==> src/bsog_pkg.sv <==
// ----------------------------------------------------------------------------
// bsog_pkg: shared types and constants of the broadcast strided offset generator
// Register map, extent lane width and controller/datapath command structs.
// ----------------------------------------------------------------------------
package bsog_pkg;

  localparam int MAX_DIMS  = 4;
  localparam int LANE_W    = 16;
  localparam int IDX_W     = 31;
  localparam int OFS_W     = 32;
  localparam int DIM_W     = 2;   // index of a dimension, 0..MAX_DIMS-1
  localparam int CNT_W     = 3;   // dimension count, 0..7
  localparam int TOTAL_W   = LANE_W * MAX_DIMS;
  localparam int DIV_CNT_W = 5;   // counts quotient bits 0..IDX_W-1

  localparam logic [1:0] REG_DIM_COUNT = 2'd0;
  localparam logic [1:0] REG_SHAPE     = 2'd1;
  localparam logic [1:0] REG_STRIDE_A  = 2'd2;
  localparam logic [1:0] REG_STRIDE_B  = 2'd3;

  typedef struct packed {
    logic            load;       // capture index, clear sums
    logic            prod_step;  // multiply element count by one extent
    logic            div_start;  // begin peeling one digit
    logic            div_step;   // one restoring division bit
    logic            acc_step;   // add coord * stride into sums
    logic [DIM_W-1:0] dim;       // dimension being worked on
    logic            finish;     // latch result into output register
  } bsog_cmd_t;

  typedef struct packed {
    logic            out_of_range;
    logic            div_last;   // last quotient bit this cycle
  } bsog_sts_t;

  function automatic logic [LANE_W-1:0] lane16(input logic [TOTAL_W-1:0] packed_v,
                                               input logic [DIM_W-1:0] d);
    return packed_v[d*LANE_W +: LANE_W];
  endfunction

endpackage

==> src/bsog_datapath.sv <==
// ----------------------------------------------------------------------------
// bsog_datapath: digit peeling, element count and offset accumulation
// Bit-serial divider splits the index into coordinates; one 16x16 multiply
// per source per dimension accumulates the offsets.
// ----------------------------------------------------------------------------
module bsog_datapath
  import bsog_pkg::*;
(
  input  logic                clk,
  input  bsog_cmd_t           cmd,
  output bsog_sts_t           sts,
  input  logic [IDX_W-1:0]    linear_index,
  input  logic [TOTAL_W-1:0]  shape_packed,
  input  logic [TOTAL_W-1:0]  stride_a_packed,
  input  logic [TOTAL_W-1:0]  stride_b_packed,
  output logic [OFS_W-1:0]    offset_a,
  output logic [OFS_W-1:0]    offset_b,
  output logic                index_out_of_range
);

  logic [IDX_W-1:0]     rest;
  logic [IDX_W-1:0]     quot;
  logic [LANE_W-1:0]    rem;
  logic [DIV_CNT_W-1:0] bit_cnt;
  logic [IDX_W:0]       total;
  logic [OFS_W-1:0]     sum_a;
  logic [OFS_W-1:0]     sum_b;

  logic [LANE_W-1:0]    ext;
  logic [LANE_W-1:0]    ext_nz;
  logic [IDX_W+LANE_W:0] total_mul;
  logic [LANE_W:0]      rem_sh;
  logic                 rem_ge;
  logic [2*LANE_W-1:0]  prod_a;
  logic [2*LANE_W-1:0]  prod_b;

  assign ext       = lane16(shape_packed, cmd.dim);
  assign ext_nz    = (ext == '0) ? LANE_W'(1) : ext;
  // element count saturates at 2^31: every index is below it from there on
  assign total_mul = total * ext;
  assign rem_sh    = {rem, quot[IDX_W-1]};
  assign rem_ge    = rem_sh >= {1'b0, ext_nz};
  assign prod_a    = rem * lane16(stride_a_packed, cmd.dim);
  assign prod_b    = rem * lane16(stride_b_packed, cmd.dim);

  assign sts.out_of_range = {1'b0, rest} >= total;
  assign sts.div_last     = bit_cnt == DIV_CNT_W'(IDX_W - 1);

  always_ff @(posedge clk) begin
    if (cmd.load) begin
      rest  <= linear_index;
      total <= (IDX_W+1)'(1);
      sum_a <= '0;
      sum_b <= '0;
    end else begin
      if (cmd.prod_step) begin
        total <= (|total_mul[IDX_W+LANE_W:IDX_W]) ? {1'b1, IDX_W'(0)}
                                                  : total_mul[IDX_W:0];
      end
      if (cmd.div_start) begin
        quot    <= rest;
        rem     <= '0;
        bit_cnt <= '0;
      end
      if (cmd.div_step) begin
        // restoring division: quotient shifts in where the dividend shifts out
        rem     <= rem_ge ? LANE_W'(rem_sh - {1'b0, ext_nz}) : rem_sh[LANE_W-1:0];
        quot    <= {quot[IDX_W-2:0], rem_ge};
        bit_cnt <= bit_cnt + DIV_CNT_W'(1);
      end
      if (cmd.acc_step) begin
        sum_a <= sum_a + OFS_W'(prod_a);
        sum_b <= sum_b + OFS_W'(prod_b);
        rest  <= quot;
      end
    end
  end

  always_ff @(posedge clk) begin
    if (cmd.finish) begin
      offset_a           <= sts.out_of_range ? '0 : sum_a;
      offset_b           <= sts.out_of_range ? '0 : sum_b;
      index_out_of_range <= sts.out_of_range;
    end
  end

endmodule

==> src/bsog_ctrl.sv <==
// ----------------------------------------------------------------------------
// bsog_ctrl: sequencer for one word
// Counts extents, checks range, then peels digits innermost first.
// ----------------------------------------------------------------------------
module bsog_ctrl
  import bsog_pkg::*;
(
  input  logic              clk,
  input  logic              rst,
  input  logic [CNT_W-1:0]  dim_count,
  input  logic              in_valid,
  output logic              in_ready,
  output logic              out_valid,
  input  logic              out_ready,
  output bsog_cmd_t         cmd,
  input  bsog_sts_t         sts
);

  localparam logic [2:0] ST_IDLE  = 3'd0;
  localparam logic [2:0] ST_PROD  = 3'd1;
  localparam logic [2:0] ST_CHECK = 3'd2;
  localparam logic [2:0] ST_DIVS  = 3'd3;
  localparam logic [2:0] ST_DIV   = 3'd4;
  localparam logic [2:0] ST_ACC   = 3'd5;
  localparam logic [2:0] ST_DONE  = 3'd6;

  logic [2:0]       state;
  logic [2:0]       state_next;
  logic [DIM_W-1:0] dim;
  logic [DIM_W-1:0] dim_next;
  logic [DIM_W-1:0] last_dim;
  logic             out_full;
  logic             out_full_next;

  always_comb begin
    if (dim_count == '0)                        last_dim = '0;
    else if (dim_count > CNT_W'(MAX_DIMS))      last_dim = DIM_W'(MAX_DIMS - 1);
    else                                        last_dim = DIM_W'(dim_count - 1'b1);
  end

  assign in_ready  = (state == ST_IDLE);
  assign out_valid = out_full;

  always_comb begin
    state_next    = state;
    dim_next      = dim;
    out_full_next = out_full && !out_ready;
    cmd           = '0;
    cmd.dim       = dim;
    case (state)
      ST_IDLE: begin
        if (in_valid) begin
          cmd.load   = 1'b1;
          dim_next   = '0;
          state_next = ST_PROD;
        end
      end
      ST_PROD: begin
        cmd.prod_step = 1'b1;
        if (dim == last_dim) state_next = ST_CHECK;
        else                 dim_next   = dim + 1'b1;
      end
      ST_CHECK: begin
        if (sts.out_of_range) state_next = ST_DONE;
        else                  state_next = ST_DIVS;
      end
      ST_DIVS: begin
        cmd.div_start = 1'b1;
        state_next    = ST_DIV;
      end
      ST_DIV: begin
        cmd.div_step = 1'b1;
        if (sts.div_last) state_next = ST_ACC;
      end
      ST_ACC: begin
        cmd.acc_step = 1'b1;
        if (dim == '0) state_next = ST_DONE;
        else begin
          dim_next   = dim - 1'b1;
          state_next = ST_DIVS;
        end
      end
      ST_DONE: begin
        // wait for the output register to free up
        if (!out_full || out_ready) begin
          cmd.finish    = 1'b1;
          out_full_next = 1'b1;
          state_next    = ST_IDLE;
        end
      end
      default: state_next = ST_IDLE;
    endcase
  end

  always_ff @(posedge clk) begin
    if (rst) begin
      state    <= ST_IDLE;
      dim      <= '0;
      out_full <= 1'b0;
    end else begin
      state    <= state_next;
      dim      <= dim_next;
      out_full <= out_full_next;
    end
  end

  a_one_cmd: assert property (@(posedge clk) disable iff (rst)
    $countones({cmd.load, cmd.prod_step, cmd.div_start, cmd.div_step, cmd.acc_step,
                cmd.finish}) <= 1)
    else $error("more than one datapath command");
  a_load_idle: assert property (@(posedge clk) disable iff (rst)
    cmd.load |-> in_ready && in_valid)
    else $error("load outside accept");
  a_finish_free: assert property (@(posedge clk) disable iff (rst)
    cmd.finish |=> out_valid)
    else $error("finish did not fill output");
  a_hold_out: assert property (@(posedge clk) disable iff (rst)
    out_valid && !out_ready && !cmd.finish |=> out_valid)
    else $error("result dropped");

endmodule

==> src/broadcast_strided_offset_generator.sv <==
// ----------------------------------------------------------------------------
// broadcast_strided_offset_generator: strided offsets of two broadcast sources
// APB register file, sequencer and bit-serial datapath.
// ----------------------------------------------------------------------------
// Sequence: accept, one extent product per dimension in use and a range check;
//   in range, then per dimension a divide start, 31-bit serial divide and accumulate.
// Throughput: one word at a time; the next word is accepted once the last is in
//   the output register, the bit-serial divider peeling each coordinate in turn.
// Reset: synchronous; registers to dim_count 1, shape 1, strides 0; no word held.
module broadcast_strided_offset_generator
  import bsog_pkg::*;
(
  input  logic               clk,
  input  logic               rst,
  input  logic               psel,
  input  logic               penable,
  input  logic               pwrite,
  input  logic [4:0]         paddr,
  input  logic [63:0]        pwdata,
  output logic [63:0]        prdata,
  output logic               pready,
  input  logic               in_valid,
  output logic               in_ready,
  input  logic [IDX_W-1:0]   linear_index,
  output logic               out_valid,
  input  logic               out_ready,
  output logic [OFS_W-1:0]   offset_a,
  output logic [OFS_W-1:0]   offset_b,
  output logic               index_out_of_range
);

  logic [CNT_W-1:0]   dim_count;
  logic [TOTAL_W-1:0] shape_packed;
  logic [TOTAL_W-1:0] stride_a_packed;
  logic [TOTAL_W-1:0] stride_b_packed;
  logic               wr_en;
  logic               addr_ok;
  bsog_cmd_t          cmd;
  bsog_sts_t          sts;

  assign pready  = 1'b1;
  assign addr_ok = paddr[2:0] == 3'd0 && paddr[4:3] <= 2'd3;
  assign wr_en   = psel && penable && pwrite && addr_ok;

  always_ff @(posedge clk) begin
    if (rst) begin
      dim_count       <= CNT_W'(1);
      shape_packed    <= TOTAL_W'(1);
      stride_a_packed <= '0;
      stride_b_packed <= '0;
    end else if (wr_en) begin
      case (paddr[4:3])
        REG_DIM_COUNT: dim_count       <= pwdata[CNT_W-1:0];
        REG_SHAPE:     shape_packed    <= pwdata;
        REG_STRIDE_A:  stride_a_packed <= pwdata;
        REG_STRIDE_B:  stride_b_packed <= pwdata;
        default: ;
      endcase
    end
  end

  always_comb begin
    case (paddr[4:3])
      REG_DIM_COUNT: prdata = {61'd0, dim_count};
      REG_SHAPE:     prdata = shape_packed;
      REG_STRIDE_A:  prdata = stride_a_packed;
      REG_STRIDE_B:  prdata = stride_b_packed;
      default:       prdata = '0;
    endcase
  end

  bsog_ctrl u_ctrl (
    .clk(clk), .rst(rst), .dim_count(dim_count),
    .in_valid(in_valid), .in_ready(in_ready),
    .out_valid(out_valid), .out_ready(out_ready),
    .cmd(cmd), .sts(sts)
  );

  bsog_datapath u_dp (
    .clk(clk), .cmd(cmd), .sts(sts),
    .linear_index(linear_index),
    .shape_packed(shape_packed),
    .stride_a_packed(stride_a_packed),
    .stride_b_packed(stride_b_packed),
    .offset_a(offset_a), .offset_b(offset_b),
    .index_out_of_range(index_out_of_range)
  );

endmodule
==> config.mk <==
export PLATFORM = sky130hd
export DESIGN_NAME = broadcast_strided_offset_generator
export DESIGN_NICKNAME = d
export VERILOG_FILES = /design/src/bsog_pkg.sv /design/src/bsog_datapath.sv /design/src/bsog_ctrl.sv /design/src/broadcast_strided_offset_generator.sv
export SDC_FILE = /design/constraint.sdc
export NUM_CORES = 2
export LEC_CHECK = 0
export BUFFER_PORTS_ARGS = -buffer_cell sky130_fd_sc_hd__buf_2
export CORE_MARGIN = 2
export CORE_UTILIZATION = 30
export DETAILED_ROUTE_END_ITERATION = 10
export GPL_TIMING_DRIVEN = 0
export SKIP_LAST_GASP = 1
export SYNTH_ARGS = -nofsm -noshare
export SYNTH_HDL_FRONTEND = slang
export SYNTH_SLANG_ARGS = --single-unit
==> constraint.sdc <==
create_clock -name clk -period 8.13 [get_ports clk]
set_clock_uncertainty 0.15 [all_clocks]
set_input_delay 0 -clock clk [delete_from_list [all_inputs] [get_ports clk]]
set_output_delay 0 -clock clk [all_outputs]
set_load 0.01 [all_outputs]
---- Yosys cells after proc, flatten, opt, wreduce, memory -nomap -nowiden ----
Cells that the tools add are included.
operators by class
  magnitude comparators ................... 4
  bitwise gates (word level) .............. 1
  muxes and demuxes ....................... 35
  equal/unequal tests ..................... 17
  shifts and indexed selects .............. 3
  add/sub/neg operators ................... 7
  multiply operators ...................... 3
  reductions and logical operators ........ 25
operators with widths
  operator                                                         number
  64-bit case mux with 4 select lines                              1
  64-bit by 7-bit variable part select with 16-bit output          3
  31-bit 2-to-1 mux                                                4
  32-bit adder                                                     2
  16-bit by 16-bit multiplier with 32-bit output                   2
  16-bit 2-to-1 mux                                                4
  32-bit by 16-bit multiplier with 48-bit output                   1
  31-bit by 32-bit greater-or-equal comparator with 1-bit output   1
  32-bit 2-to-1 mux                                                1
  3-bit case mux with 7 select lines                               1
  3-bit 2-to-1 mux                                                 6
  17-bit by 16-bit greater-or-equal comparator with 1-bit output   1
  17-bit OR reduction                                              1
  16-bit zero test                                                 1
  16-bit subtractor                                                1
  1-bit 2-to-1 mux                                                 10
  2-bit 2-to-1 mux                                                 5
  5-bit 2-to-1 mux                                                 2
  2-bit AND reduction                                              5
  3-bit == test, second input constant                             3
  3-bit zero test                                                  3
  2-bit != test, second input constant                             4
  4-bit AND reduction                                              2
  3-bit by 2-bit == test with 1-bit output, second input constant  2
  19 further kinds                                                 29
storage, ports and cells
  input port bits ......................... 107
  register bits after elaboration ......... 445

---- Logic depth before layout (Yosys ltp) ----
  depth after elaboration ................. 6
  mapped depth ............................ 31
  depth with buffers taken out ............ 26

---- Cells and area by module ----
Synthesis repeated with hierarchy kept, for this count alone.
unflattened totals
  cells, all modules ...................... 6,069
  area, all modules ....................... 55,839.8 µm²
modules (own cells, without submodules)
  module                              area each (µm²)  cells each  instances  sequential area each (µm²)
  bsog_datapath                       46,032.9         4,964       1          6,366.1
  broadcast_strided_offset_generator  9,252.6          1,029       1          3,903.7
  bsog_ctrl                           554.3            76          1          120.1

---- Least setup slack after synthesis ----
OpenSTA, ideal clock, no wires.
  path type ............................... register to register
  start point ............................. register u_ctrl.dim[0]
  end point ............................... register u_dp.total[4]
  library setup time ...................... 0.067 ns
  period minus slack after synthesis ...... 8.216 ns
  stages on the path, launching flop included .. 29
  arrival ................................. 7.999 ns
  path slack .............................. -0.086 ns
  buffers on the path ..................... 5
  cells stage by stage .................... dfxtp_1 -> clkbuf_1 -> buf_1 -> mux4_2 -> clkinv_1 -> buf_1 -> nor2_1 -> fa_1 -> inv_1 -> fa_1 -> fa_1 -> inv_1 -> fa_1 -> fa_1 -> inv_1 -> fa_1 -> inv_1 -> ha_1 -> buf_2 -> nand4_2 -> or4_1 -> a211o_1 -> a211o_1 -> nand3_1 -> nor3b_2 -> nand4_1 -> or4b_4 -> buf_6 -> o21ai_2
between the ends
  cells in the longest elaborated chain, start to end .. 4
RTL lines
  what                                                       line                 text
  start: declaration                                         bsog_ctrl.sv:29      logic [DIM_W-1:0] dim;
  start signal: assignment                                   bsog_ctrl.sv:102     dim <= dim_next;
  64-bit by 7-bit variable part select with 16-bit output *  bsog_pkg.sv:38       return packed_v[d*LANE_W +: LANE_W];
  32-bit by 16-bit multiplier with 48-bit output *           bsog_datapath.sv:40  assign total_mul = total * ext;
  17-bit OR reduction                                        bsog_datapath.sv:57  total <= (|total_mul[IDX_W+LANE_W:IDX_W]) ? {1'b1, IDX_W'(0)}
  32-bit 2-to-1 mux *                                        bsog_datapath.sv:57
  end signal: assignment                                     bsog_datapath.sv:52  total <= (IDX_W+1)'(1);
  end signal: assignment                                     bsog_datapath.sv:57
  end: declaration                                           bsog_datapath.sv:25  logic [IDX_W:0] total;
Mark *: on every way between the ends. The rest lies on a longest branch, timed or not.
A chain may end at the register's enable or synchronous reset.

---- Worst setup path after layout ----
  start point ............................. register u_ctrl.dim[0]
  end point ............................... register u_dp.total[17]
Same word-level chain as after synthesis.

==> results.md <==
* Status: finished with violations
* Failing checks: capacitance limit, slew limit, setup timing
* Worst Hold Class: input port to flop
* Yosys top cell by area: fa_1
* CTS tree: built
* Tot GR Track Use at 22.7%
* Leak pwr at 27.6 nW
* DRC Markers at 0
* Reg2reg start: u_ctrl.dim[0]
* Critical path class: flop to flop
* Vias post-DR at 47,100
* Synthesized flop and latch total at 445
* Setup TNS at -3.99 ns
* Worst skew pair latency at 0.72 ns
* Syn Inst Count at 6,259
* Routed WL at 212,000 um
* Power, Total at 7.41 mW
* Critical Path RT at 8.59 ns
* EDFF count, synth at 148
* Final worst setup slack at -0.185 ns
* Clock Sinks at 445
* Critical R2R Capture: u_dp.total[17]
* Synth Area per Inst at 8.73 um^2
* Max-slew headroom at -5.40%
* Net switching power at 2.82 mW
* Drt pass-1 iters at 7
* Startpoint type of the worst setup path: flop
* RSZ-0062 raised after global routing: yes
* CP endpoint kind: flop
* Clock Tree Buf Depth at 3
* Count leader, synth: nand2_1
* Final setup vio count at 33
* Fmax at 0.120 GHz
* Initial Util at 30.2%
* Top-area cell type share of the netlist area at 31.8%
* Pint at 4.59 mW
* Layout cells sized above 1 at 11.9%
* Clock root buffer: clkbuf_16
* Max FO, Critical Path at 9
* Syn Nets at 7,603
* Pin count of the biggest net entering global routing at 35
* Most common flop cell mapped by yosys: dfxtp_1
* Worst hold slack at 0.00963 ns
* P per Cell Area at 115 mW/mm^2
* Grt ovf at 0
* Die height at 431 um
* Peak VDD IR at 0.159 mV
* Post-Place Cell Area at 0.0589 mm^2
* Buffers on Ports at 235
* Fin crit share at 102%
* Worst hold stages at 4
* Top cells by area, synth: fa_1, dfxtp_1, nand2_1
* Die area at 0.186 mm^2
* Filler cells at 18,500
* Die Wd at 431 um
* Sequential fraction of the synthesis area at 19.0%
* Reg2Reg Depth at 29
* Mapped Area at 0.0547 mm^2
* Combinational power share at 28.0%
* CP max stage delay at 0.63 ns
* Crit-path most repeated cell: fa_1
* Final HPWL DP at 169,000 um
* Io pins at 239
* RD Place Congestion at 1.01
* Hold Crit Endpoint: stride_a_packed[45]
* Clock transition at path regs at 0.06 ns
* Layout Nets at 8,136
* Sw Ratio at 38.1%
* Fin crit period at 8.31 ns
* WL per Instance at 23.0 um
* Core ar. at 0.181 mm^2
* Clock power frac at 34.8%
* Async SR Flop Fraction at 0%
* Worst path bufs/invs at 10
* Antenna violations before repair at 32
* Vias in the first global route at 48,000
* H-tree Lvls at 2
* Hold Startpoint: pwdata[45]
* Commonest cells in the netlist: nand2_1, inv_1, fa_1
* Post-route ant nets at 0
* Final hold vios at 0
* Critical Path AT at 8.78 ns
* Core Rows at 156
* Final Slew Violations at 11
* Via density at 5.11
* Finished Cell Area at 0.0644 mm^2
* Area Overhead vs Synth at 17.8%
* Synth Warn # at 0
* CTS buffer count at 54
* Worst-margin pin slew at 1.58 ns
* Maxcap violations at 1
* Critical path's slowest cell: fa_1
* Synth cell types at 82
* R2r setup slk at -0.18 ns
* Sequential share of power at 37.2%
* Top delay family on crit path: adder cells
* First-pass GRT wire length at 312,000 um
* Detailed Route Iter0 Violations at 4,167
-- what timing repair did --
item,4_1_cts,5_1_grt
pin swaps,35,49
gates resized for setup,277,119
cloned,3,1
endpoints found under the hold margin,232,0
setup buffers,76,35
setup endpoints to repair,69,49
hold buffers,140,0
-- per-stage QoR --
step	cells	util, %	worst slack [ns]
after floorplan	6259	-	0.0871
after global placement	8864	32.5	-2.91
after detailed placement	8867	32.5	-2.92
after CTS	9174	35.2	-0.136
after global routing	9217	35.6	-0.387
final	9222	35.6	-0.185
-- layer usage --
layer / vias to the layer above / wire, um / global-route usage, %
met4: 10 / 18300 / 16.8
met5: - / 49 / 0
met3: 595 / 18300 / 3.99
met2: 2290 / 96200 / 35.7
li1: 20500 / - / -
met1: 23700 / 79400 / 27.9
-- worst min-delay path, cell delays in order --
cell           delay, ns
dlygate4sd3_1       0.55
buf_2               0.15
nand2_1             0.05
a21oi_1             0.05
-- placed cells by master, fill, tap and decap left out, types with 14 or more instances in the layout --
| master | Yosys | final |
|---|---|---|
| a211oi_1 | 18 | 16 |
| diode_2 | 0 | 15 |
| nor3_1 | 27 | 25 |
| o21a_1 | 17 | 17 |
| dfxtp_1 | 297 | 296 |
| a21oi_1 | 362 | 352 |
| fa_1 | 869 | 851 |
| inv_1 | 1061 | 1054 |
| ha_1 | 368 | 345 |
| clkbuf_1 | 286 | 243 |
| nand4_1 | 53 | 53 |
| a21o_1 | 62 | 62 |
| nor2b_1 | 18 | 18 |
| buf_2 | 7 | 246 |
| edfxtp_1 | 148 | 148 |
| xor2_1 | 31 | 31 |
| or3_1 | 14 | 14 |
| clkbuf_4 | 0 | 16 |
| mux4_2 | 51 | 51 |
| a31oi_1 | 18 | 15 |
| mux2_2 | 63 | 63 |
| mux2i_1 | 15 | 15 |
| nand2_1 | 1353 | 1347 |
| nor2_1 | 377 | 372 |
| o21ai_1 | 19 | 14 |
| o21ai_2 | 19 | 30 |
| nand2b_1 | 20 | 20 |
| buf_12 | 0 | 20 |
| buf_4 | 2 | 107 |
| fa_2 | 0 | 18 |
| nand3_1 | 31 | 30 |
| and3_1 | 14 | 14 |
| dlygate4sd3_1 | 0 | 140 |
| and2_1 | 236 | 236 |
| xnor2_1 | 71 | 70 |
| o21ai_0 | 62 | 53 |
| a22o_1 | 61 | 61 |
| clkbuf_16 | 0 | 60 |
| ha_4 | 0 | 14 |
-- power by group through the flow --
stage	logic, mW	clock network [mW]	registers (mW)
after floorplan	1.11	0	2.72
after global placement	1.90	0	2.83
after detailed placement	1.95	0	2.80
after CTS	2.04	2.61	2.76
after global routing	2.22	2.69	2.77
final	2.07	2.58	2.76
-- cells by family after synthesis --
group	after synthesis	share of synthesized area, %
AOI/OAI and AO/OA	735	8.43
xor gates and xnor gates	102	1.63
adders and majority gates	1237	40.3
buffers and inverters	1417	9.80
DFF	445	19.0
muxes	129	3.67
other	1	0.00686
and+or+nand+nor	2193	17.2
-- sequential cells by signal, indices dropped and copies added (netlist names) --
name,count
u_dp.index_out_of_range,1
dim_count,3
u_ctrl.dim,2
u_dp.sum_b,32
u_dp.offset_a,32
shape_packed,64
u_ctrl.state,3
stride_a_packed,64
u_dp.offset_b,32
u_dp.sum_a,32
u_dp.quot,31
u_dp.total,32
u_ctrl.out_valid,1
stride_b_packed,64
u_dp.rest,31
u_dp.rem,16
u_dp.bit_cnt,5
-- cell type report --
type	instances	area (um^2)	share of cell area, %
antenna	15	37.5	0.0583
sequential	445	10400	16.1
clock buffer	72	1480	2.30
buffer	320	1670	2.60
clock inverter	29	328	0.509
multi-input combinational	4397	39700	61.6
timing repair buffer	492	3730	5.79
tap	2370	2970	4.60
inverter	1082	4110	6.39
-- worst max path at each step --
stage	start	to	slack [ns]	cells after the start
3_3_place_gp	u_ctrl.dim[1]	u_dp.total[26]	-2.91	28
3_5_place_dp	u_ctrl.dim[1]	u_dp.total[26]	-2.92	28
2_1_floorplan	u_ctrl.dim[0]	u_dp.sum_b[31]	0.09	29
6_report	u_ctrl.dim[0]	u_dp.total[17]	-0.18	29
4_1_cts	u_ctrl.dim[0]	u_dp.total[16]	-0.14	30
5_1_grt	u_ctrl.dim[0]	u_dp.total[17]	-0.39	28
Power figures use the tool's default switching activity.
